<file path="src/link_state_database_macros.svh">
// Assertion macros for the link-state database RTL.
`ifndef LINK_STATE_DATABASE_MACROS_SVH
`define LINK_STATE_DATABASE_MACROS_SVH

// Checks that the consequent holds in the same cycle as the antecedent.
`define LSDB_ASSERT_SAME(label, ante, cons) \
    label: assert property (@(posedge clk) disable iff (!rst_n) (ante) |-> (cons)) \
        else $error("lsdb check failed");

// Checks that the consequent holds in the cycle after the antecedent.
`define LSDB_ASSERT_NEXT(label, ante, cons) \
    label: assert property (@(posedge clk) disable iff (!rst_n) (ante) |=> (cons)) \
        else $error("lsdb check failed");

`endif

</file>
<file path="src/lsdb_ram.sv">
// Generic single-write, single-read RAM with a registered read port.
`timescale 1ns / 1ps
`default_nettype none

module lsdb_ram #(
    parameter int WIDTH = 8,
    parameter int DEPTH = 64
) (
    input  wire logic                     clk,
    input  wire logic                     wr_en,
    input  wire logic [$clog2(DEPTH)-1:0] wr_addr,
    input  wire logic [WIDTH-1:0]         wr_data,
    input  wire logic                     rd_en,
    input  wire logic [$clog2(DEPTH)-1:0] rd_addr,
    output logic      [WIDTH-1:0]         rd_data
);

    logic [WIDTH-1:0] mem [DEPTH];

    always_ff @(posedge clk)
    begin
        if (wr_en)
        begin
            mem[wr_addr] <= wr_data;
        end
        if (rd_en)
        begin
            rd_data <= mem[rd_addr];
        end
    end

endmodule

`default_nettype wire

</file>
<file path="config.mk">
export PLATFORM = sky130hd
export DESIGN_NAME = lsdb_ram
export DESIGN_NICKNAME = d
export VERILOG_FILES = /design/src/link_state_database_macros.svh /design/src/lsdb_ram.sv
export SDC_FILE = /design/constraint.sdc
export NUM_CORES = 1
export LEC_CHECK = 0
export BUFFER_PORTS_ARGS = -buffer_cell sky130_fd_sc_hd__buf_2
export CORE_UTILIZATION = 52
export CTS_BUF_LIST = sky130_fd_sc_hd__clkbuf_4 sky130_fd_sc_hd__clkbuf_8
export DETAILED_ROUTE_END_ITERATION = 6
export GPL_TIMING_DRIVEN = 0
export PLACE_DENSITY = 0.68
export SYNTH_ARGS = -nofsm -noshare
export SYNTH_HDL_FRONTEND = slang
export SYNTH_SLANG_ARGS = --single-unit
</file>
<file path="constraint.sdc">
create_clock -name clk -period 2.3 [get_ports clk]
set_input_delay 0.23 -clock clk [delete_from_list [all_inputs] [get_ports clk]]
set_output_delay 0.23 -clock clk [all_outputs]
set_load 0.1 [all_outputs]
</file>
==> metrics <==
TritonCTS clock tree yes; most used cell, CP buf_2; worst-path cell chain buf_2 > buf_4 > clkbuf_2 > buf_2 > o221ai_1 > o21a_1 > o41ai_1; commonest non-fill, non-tap cell in the layout edfxtp_1; Critical Path RT between 2 and 3 ns; Final ANT Viol Nets 0; nets between 1000 and 1500; dpl cell area approximately 0.021 mm²; Die W around 200 µm; most frequent cells in the layout 520 x edfxtp_1, 126 x mux4_2, 83 x nor2_1, 80 x clkbuf_8, 31 x buf_2; VDD IR-drop max ~0.37 mV; DRT iter0 DRCs 1292; crit path DAT approximately 2.7 ns; max incr delay on CP ~0.66 ns; post-route clock period utilization 101.1%; WHS between 0.15 and 0.2 ns; crit path time final around 2.3 ns; post-synthesis compound-gate area fraction ~2.1%; Slew Viols, Final 0; worst setup margin -0.02466 ns; DR vias 10032; top_reg_cell synth edfxtp_1; adder-cell share of the synthesized area 0%; register area share after synthesis 77.12%; initial antenna violation count 0; CP startpoint kind input port; worst hold endpoint rd_data[5]; hold_sp rd_addr[5]; clock-pin slew on the worst setup and hold paths around 0.06 ns; dpl ws -0.9159 ns; final-layout fill cell count roughly 2800; num rows 71; setup slack, reg-to-reg -0.01 ns; Routed WL about 47 mm; power density over cell area between 800 and 900 mW/mm²; synthesized net count just under 1000; slew at the pin closest to its max-slew limit ~1.3 ns; Post-synth EDFFs 520; maxcap violations 0; P&R area growth vs syn 11.24%; GRT Util Overall 24.88%; reg-to-reg endpoint rd_data[6]; Syn Inst Count between 900 and 1000; H-Tree Depth 3; clock tree root buffer cell clkbuf_8; clk sinks 520; mapped cell area roughly 0.02 mm²; Worst Skew between 0.02 and 0.025 ns; synthesized flop and latch total between 500 and 600; R2R Path Start mem[21][6]; CTS Buf Count 80; Pleak about 7 nW; Worst Reg2Reg Path Length in Cells 5; Non-Filler Instances ~1600; Routability Congestion roughly 0.9; post-CTS setup repair buffer count 0; RSZ-0062 raised after global routing false; main combinational cell family by area after synthesis multiplexers; die area 0.03973 mm²; mux contribution to synthesized area between 15 and 20%; global route overflow 0; # IOs 31; clk buf depth 3; DP Wirelength between 20 and 30 mm; layout cell share with drive strength beyond 1 slightly below 30%; design area 0.02252 mm²; delay-heaviest family, CP buffers and inverters; # diodes 0; Post-Syn Area per Cell between 20 and 25 µm²; # setup viols final 2; Starting Density between 50% and 60%; kind of critical path input port to flip-flop; post-synthesis cell type count 39; YS warnings 0; simple-gate share of the synthesized area approximately 3.4%; status complete, but fails checks; max_slew headroom between 10% and 20%; number of global-route vias before repair just over 10000; Post-Synth XOR/XNOR Area 0%; Post-route DRC 0; post-DR vias/cell 6.227; Core ar. roughly 0.038 mm²; Worst-Skew Late Latency approximately 0.63 ns; largest net degree at the start of global routing 65; placed cells approximately 1500; CP Max Fanout 10; Critical Path Slowest Stage Cell o41ai_1; Hold Path Depth 2; Max Fclk 0.4302 GHz; CP Capture Type flip-flop; first-pass GRT wire length between 60 and 70 mm; die height 199.3 µm; PortBufs 22; Hold Vio Cnt, Final 0; DRT Pass-1 Iters 5; ys async rst share 0%; final core utilization between 50% and 60%; hold crit path type input port to flip-flop; Critical path buffers and inverters 4; failing checks setup timing; wire per inst slightly below 30 µm
[worst max path at each step]
stage               startpoint         end  slack (ns)  cells past startpoint
finish              rd_addr[2]  rd_data[3]       -0.02                      7
global route        mem[21][6]  rd_data[6]        0.03                      5
CTS                 rd_addr[2]  rd_data[3]        0.02                      6
detailed placement  rd_addr[2]  rd_data[5]       -0.92                      7
global placement    rd_addr[2]  rd_data[5]       -0.90                      7
floorplan           rd_addr[1]  rd_data[3]        0.26                      7
[flip-flops by register name (all words and copies together) (netlist names)]
| signal | flops |
|---|---|
| mem | 512 |
| rd_data | 8 |
[cell families after synthesis]
logic type | after synthesis
AO/OA/AOI/OAI | 54
flip-flops | 520
multiplexers | 162
AND/OR/NAND/NOR | 153
buffers and inverters | 51
[synth_stat cells (all sizes together) (4+ instances only)]
cell type    n  share of area (%)
o21ai        4              0.099
buf         34                1.2
mux2i       23                1.1
edfxtp     520                 77
nor2b       14               0.43
a221oi       6               0.26
o221ai       8               0.35
clkbuf      17               0.32
nor2        83                1.5
mux2        13               0.72
nand3       13               0.32
nand2b       7               0.22
mux4       126                 14
nor3         7               0.17
nand2       19               0.35
o22ai        8               0.25
a211oi       4               0.15
[layer usage]
layer  global-route usage, %  share of wire (%)  vias to the layer above
li1                        -                  -                     4156
met2                   36.56                 46                      532
met1                   36.77                 42                     5247
met4                   10.17                3.3                        0
met5                       0                  0                        -
met3                   4.979                9.1                       97
[final cells by class]
type / instances / area [µm²] / area share [%]
Multi-Input combinational cell: 369 / 4329 / 19.22
Tap cell: 511 / 639.4 / 2.839
Clock buffer: 109 / 1319 / 5.855
Timing Repair Buffer: 23 / 120.1 / 0.5333
Buffer: 51 / 332.8 / 1.478
Sequential cell: 520 / 15620 / 69.33
Clock inverter: 28 / 167.7 / 0.7444
[stage by stage]
stage	power, mW	TNS [ns]
2_1_floorplan	11.38	0
3_3_place_gp	11.83	-19.86
3_5_place_dp	11.85	-40.16
4_1_cts	19.01	0
5_1_grt	19.48	0
6_report	18.92	-0.03542
[where the power goes]
| group | switching [mW] | internal (mW) | leakage, nW |
|---|---|---|---|
| clock network | 3.43 | 3.82 | 0.775 |
| logic | 0.762 | 0.370 | 1.56 |
| registers | 0.0161 | 10.5 | 4.69 |
| total | 4.21 | 14.7 | 7.02 |
[what timing repair did]
item	CTS	global route
endpoints found under the setup margin	5	5
hold buffers	1	0
endpoints found under the hold margin	8	0
resized for setup	5	7
Note: power is estimated with default switching activity, not from simulation.
